$ cat src/rtl/core/atmc_pkg.sv
package atmc_pkg;

    localparam int ROWS_DEFAULT = 25;
    localparam int COLS_DEFAULT = 80;

    localparam logic [7:0] CH_ESC   = 8'h1b;
    localparam logic [7:0] CH_CR    = 8'h0d;
    localparam logic [7:0] CH_LF    = 8'h0a;
    localparam logic [7:0] CH_TAB   = 8'h09;
    localparam logic [7:0] CH_BS    = 8'h08;
    localparam logic [7:0] CH_SPACE = 8'h20;
    localparam logic [7:0] CH_LBRK  = 8'h5b;
    localparam logic [7:0] CH_J     = 8'h4a;
    localparam logic [7:0] CH_M     = 8'h6d;
    localparam logic [7:0] CH_0     = 8'h30;
    localparam logic [7:0] CH_1     = 8'h31;
    localparam logic [7:0] CH_2     = 8'h32;
    localparam logic [7:0] CH_3     = 8'h33;
    localparam logic [7:0] CH_4     = 8'h34;
    localparam logic [7:0] CH_7     = 8'h37;

    localparam logic CMD_PUT  = 1'b0;
    localparam logic CMD_READ = 1'b1;

    localparam logic [2:0] ESC_IDLE  = 3'd0;
    localparam logic [2:0] ESC_SEEN  = 3'd1;
    localparam logic [2:0] ESC_BRK   = 3'd2;
    localparam logic [2:0] ESC_DIGIT = 3'd3;
    localparam logic [2:0] ESC_COLOR = 3'd4;

    localparam logic [7:0] COLOR_RESET   = 8'h07;
    localparam logic [7:0] COLOR_BRIGHT  = 8'h0f;
    localparam logic [7:0] COLOR_INVERSE = 8'h70;

    typedef struct packed {
        logic        cmd;
        logic [7:0]  char_code;
        logic [10:0] cell_index;
    } in_item_t;

    typedef struct packed {
        logic [15:0] cell_data;
        logic [10:0] cursor_cell;
        logic [7:0]  current_color;
    } out_item_t;

    typedef enum logic [3:0] {
        ST_CLEAR_INIT,
        ST_IDLE,
        ST_DECODE,
        ST_READ_WAIT,
        ST_FILL,
        ST_SCROLL_RD,
        ST_SCROLL_WR,
        ST_ZERO_ROW,
        ST_OUT
    } state_t;

    // Datapath operations selected by the controller
    typedef enum logic [3:0] {
        OP_NONE,
        OP_LOAD,
        OP_DECODE,
        OP_READ,
        OP_CLEAR_STEP,
        OP_FILL_STEP,
        OP_SCROLL_RD,
        OP_SCROLL_WR,
        OP_ZERO_STEP,
        OP_PRESENT
    } dp_op_t;

    typedef struct packed {
        dp_op_t op;
        logic   start_sweep;
    } atmc_cmd_t;

    typedef struct packed {
        logic sweep_last;
        logic need_fill;
        logic need_scroll;
        logic is_read;
    } atmc_status_t;

    function automatic logic [3:0] palette(input logic [2:0] idx);
        logic [3:0] r;
        begin
            case (idx)
                3'd0: r = 4'd0;
                3'd1: r = 4'd4;
                3'd2: r = 4'd2;
                3'd3: r = 4'd14;
                3'd4: r = 4'd1;
                3'd5: r = 4'd5;
                3'd6: r = 4'd3;
                3'd7: r = 4'd15;
                default: r = 4'd0;
            endcase
            return r;
        end
    endfunction

endpackage

$ cat src/rtl/core/atmc_ctrl.sv
module atmc_ctrl
(
    input  logic                   clk,
    input  logic                   rst_n,
    input  logic                   in_valid,
    output logic                   in_ready,
    output logic                   out_valid,
    input  logic                   out_ready,
    input  atmc_pkg::atmc_status_t status,
    output atmc_pkg::atmc_cmd_t    cmd
);

    atmc_pkg::state_t state_reg;
    atmc_pkg::state_t state_next;

    // state register
    always_ff @(posedge clk or negedge rst_n)
    begin
        if (!rst_n)
        begin
            state_reg <= atmc_pkg::ST_CLEAR_INIT;
        end
        else
        begin
            state_reg <= state_next;
        end
    end

    // next state and commands
    always_comb
    begin
        state_next      = state_reg;
        cmd.op          = atmc_pkg::OP_NONE;
        cmd.start_sweep = 1'b0;
        in_ready        = 1'b0;
        out_valid       = 1'b0;
        case (state_reg)
            atmc_pkg::ST_CLEAR_INIT:
            begin
                cmd.op = atmc_pkg::OP_CLEAR_STEP;
                if (status.sweep_last)
                begin
                    state_next = atmc_pkg::ST_IDLE;
                end
            end
            atmc_pkg::ST_IDLE:
            begin
                in_ready = 1'b1;
                if (in_valid)
                begin
                    cmd.op     = atmc_pkg::OP_LOAD;
                    state_next = atmc_pkg::ST_DECODE;
                end
            end
            atmc_pkg::ST_DECODE:
            begin
                cmd.op = atmc_pkg::OP_DECODE;
                if (status.is_read)
                begin
                    cmd.op     = atmc_pkg::OP_READ;
                    state_next = atmc_pkg::ST_READ_WAIT;
                end
                else if (status.need_fill)
                begin
                    cmd.start_sweep = 1'b1;
                    state_next      = atmc_pkg::ST_FILL;
                end
                else if (status.need_scroll)
                begin
                    cmd.start_sweep = 1'b1;
                    state_next      = atmc_pkg::ST_SCROLL_RD;
                end
                else
                begin
                    state_next = atmc_pkg::ST_OUT;
                end
            end
            atmc_pkg::ST_READ_WAIT:
            begin
                cmd.op     = atmc_pkg::OP_PRESENT;
                state_next = atmc_pkg::ST_OUT;
            end
            atmc_pkg::ST_FILL:
            begin
                cmd.op = atmc_pkg::OP_FILL_STEP;
                if (status.sweep_last)
                begin
                    state_next = atmc_pkg::ST_OUT;
                end
            end
            atmc_pkg::ST_SCROLL_RD:
            begin
                cmd.op     = atmc_pkg::OP_SCROLL_RD;
                state_next = atmc_pkg::ST_SCROLL_WR;
            end
            atmc_pkg::ST_SCROLL_WR:
            begin
                cmd.op = atmc_pkg::OP_SCROLL_WR;
                if (status.sweep_last)
                begin
                    cmd.start_sweep = 1'b1;
                    state_next      = atmc_pkg::ST_ZERO_ROW;
                end
                else
                begin
                    state_next = atmc_pkg::ST_SCROLL_RD;
                end
            end
            atmc_pkg::ST_ZERO_ROW:
            begin
                cmd.op = atmc_pkg::OP_ZERO_STEP;
                if (status.sweep_last)
                begin
                    state_next = atmc_pkg::ST_OUT;
                end
            end
            atmc_pkg::ST_OUT:
            begin
                out_valid = 1'b1;
                if (out_ready)
                begin
                    state_next = atmc_pkg::ST_IDLE;
                end
            end
            default:
            begin
                state_next = atmc_pkg::ST_IDLE;
            end
        endcase
    end

endmodule

$ cat config.mk
export PLATFORM = sky130hd
export DESIGN_NAME = atmc_ctrl
export DESIGN_NICKNAME = d
export VERILOG_FILES = /design/src/rtl/core/atmc_pkg.sv /design/src/rtl/core/atmc_ctrl.sv
export SDC_FILE = /design/constraint.sdc
export NUM_CORES = 1
export LEC_CHECK = 0
export BUFFER_PORTS_ARGS = -buffer_cell sky130_fd_sc_hd__buf_2
export CAP_MARGIN = 10
export CORE_AREA = 2 2 39 41
export CTS_CLUSTER_SIZE = 12
export DETAILED_ROUTE_END_ITERATION = 8
export DIE_AREA = 0 0 41 43
export PLACE_DENSITY = 0.65
export SLEW_MARGIN = 10
export SYNTH_ARGS = -nofsm -noshare
export SYNTH_HDL_FRONTEND = slang
export SYNTH_SLANG_ARGS = --single-unit
$ cat constraint.sdc
create_clock -name clk -period 1.3 [get_ports clk]
set_input_delay 0.065 -clock clk [delete_from_list [all_inputs] [get_ports clk]]
set_output_delay 0.065 -clock clk [all_outputs]
set_load 0.05 [all_outputs]
==> metrics.txt <==
number of fill cells 121; unrepaired setup endpoints after global routing yes; cell chain of the critical path or2b_4 > buf_6 > nor3_4 > buf_6; largest cells by area after synthesis dfrtp_1, a21oi_1, nand2b_1; WHS Path Cells 3; DP HPWL 912.6 um; row count 14; Net Count, Synth 64; layout cells sized above 1 0.6591; Synth Instances 56; worst vdd ir 1080 uV; setup slack of the most critical reg-to-reg path 0 ns; first-pass GRT wire length 1.876 mm; Clk Latency, worst-skew pair 0.23 ns; final non-filler cell total 104; Starting Density 0.2857; Final setup viols 8; R2R Path End state_reg[0]; Slew Viols, Final 0; max FFs per register 4; Register Area 103.9 sq um; skew final 0.001343 ns; TritonCTS clock tree built; Reg2Reg Depth 4; I/O Buffers 14; critical path type flip-flop to primary output; DR vias/cell 5.010; antenna-violating nets left 0; synth warn 0; final worst-path cycle share 1.080; Antenna Cells 0; Finished Cell Area 818.3 sq um; total track usage 0.1567; crit path max fanout 6; worst r2r src state_reg[0]; Pwr Density 2825 nW/um^2; placed cell count 97; final hold violations 0; Cell Area, Synth 395.4 sq um; sequential fraction of the synthesis area 0.2532; area of the multi-input gates 372.9 sq um; Max Fclk 712.2 MHz; initial antenna violation count 0; hold path start out_ready; CP Buf/Inv Count 2; Tmin final 1.404 ns; Die Y 43 um; I/O Pins 15; most frequent cells in the layout buf_4, buf_6, buf_2, a21oi_1; wire per inst 12.20 um; WL final 1.269 mm; crit path launch type flip-flop; clk slew on worst S/H paths 0.03 ns; DRC violations left 0; top cell type's share of synthesized area 0.2532; LEAKAGE 0.3500 nW; Synth area leader dfrtp_1; Root Driver clkbuf_4; largest net degree at the start of global routing 8; CP Capture Type primary output; initial DRC count 13; vias in the first global route 479; clock tree buffer depth 2; Max-cap violations 0; commonest non-fill, non-tap cell in the layout buf_4; Syn Area/Cell 7.060 sq um; grt ovf 0; slew margin rel. 0.8438; family with the most delay on the worst path flip-flops; Final nets 98; Most Frequent Cell on Critical Path buf_6; TritonRoute pass-1 iters 4; DP Area 626.9 sq um; Layout area overhead 107.0%; CP required 1.24 ns; Worst EP arrival 1.34 ns; global placer's final weighted congestion 0.7767; die area 1763 sq um; Seq cells post-synth 4; Cell variety after synth 23; Hold Crit Class primary input to flip-flop; via count 521; CP peak stage delay 0.40 ns; core area 1384 sq um; CTS H-tree depth 1; PnR worst setup slack -0.1040 ns; WHS Endpoint state_reg[3]; Die X 41 um; Slowest-stage cell, CP dfrtp_2; failing checks setup timing; clock sink count 4; CTS buffer count 3; outcome finished with violations; Worst Tran Pin Value 0.2321 ns
## layout make-up
cell class,count,area share
timing repair buffer,33,0.3486
sequential,4,0.1269
clock buffer,3,0.02752
tap,16,0.02446
multi-input combinational,45,0.4557
inverter,3,0.01682
## cells by family (layout without fill, tap and decap cells)
logic type	count (synthesis)	in the layout	share of synthesized area
AO/OA/AOI/OAI	20	20	0.2975
buffers and inverters	7	39	0.1076
flip-flops	4	4	0.2532
multiplexers	1	1	0.02532
AND/OR/NAND/NOR	24	24	0.3165
## worst min-delay path, delay by kind of cell
kind,cells,cell delay [ns]
buf+inv,1,0.10
simple gates,1,0.10
compound gates,1,0.06
## per-stage QoR
stage | worst slack, ns | TNS, ns | hold WS (ns) | utilization | total power [mW]
floorplan | -0.1894 | -0.5315 | -0.2306 | - | 1.252
global placement | -0.005200 | -0.005200 | -0.1266 | 0.4530 | 1.656
detailed placement | -0.02869 | -0.06536 | -0.1243 | 0.4530 | 1.670
CTS | -0.1312 | -0.6274 | 0.1415 | 0.5579 | 2.177
global route | -0.1666 | -0.9276 | 0.1479 | 0.5913 | 2.466
finish | -0.1040 | -0.4768 | 0.1363 | 0.5913 | 2.311
## per-layer routing
metal | routed length (um) | GRT usage
met1 | 508 | 0.1875
met2 | 700 | 0.2469
met3 | 60 | 0.03665
met4 | 0 | 0.08000
met5 | 0 | 0
## repair_timing
action,4_1_cts,5_1_grt
hold buffers,1,0
pin swaps,4,5
setup buffers,2,1
endpoints found under the setup margin,8,9
hold endpoints to repair,4,0
gates resized for setup,31,11
## synth_stat cells
library cell  number
nor4_1             1
o22ai_1            2
a31oi_1            1
nor2b_1            1
a21oi_1            7
or2b_1             1
buf_4              2
inv_1              3
buf_6              1
nor3_1             2
or2b_4             1
nand3_1            3
buf_2              1
mux2i_1            1
a32o_2             1
nor2_1             7
a21o_1             1
o21a_1             1
dfrtp_1            4
nand2_1            3
nand2b_1           5
a211oi_1           1
o21ai_0            6
## worst max path at each step
stage                 startpoint            to  slack, ns  cells past startpoint
floorplan           state_reg[2]        cmd[1]      -0.19                      4
global placement    state_reg[0]  state_reg[0]     -0.005                      4
detailed placement  state_reg[0]  state_reg[0]      -0.03                      4
CTS                 state_reg[0]        cmd[1]      -0.13                      5
global route        state_reg[0]      in_ready      -0.17                      4
finish              state_reg[0]      in_ready      -0.10                      4
## report_power, final
| group | internal, mW | switching, mW |
|---|---|---|
| Combinational | 0.891 | 0.978 |
| Sequential | 0.186 | 0.109 |
| Clock | 0.103 | 0.0449 |
Power figures use the tool's default switching activity.
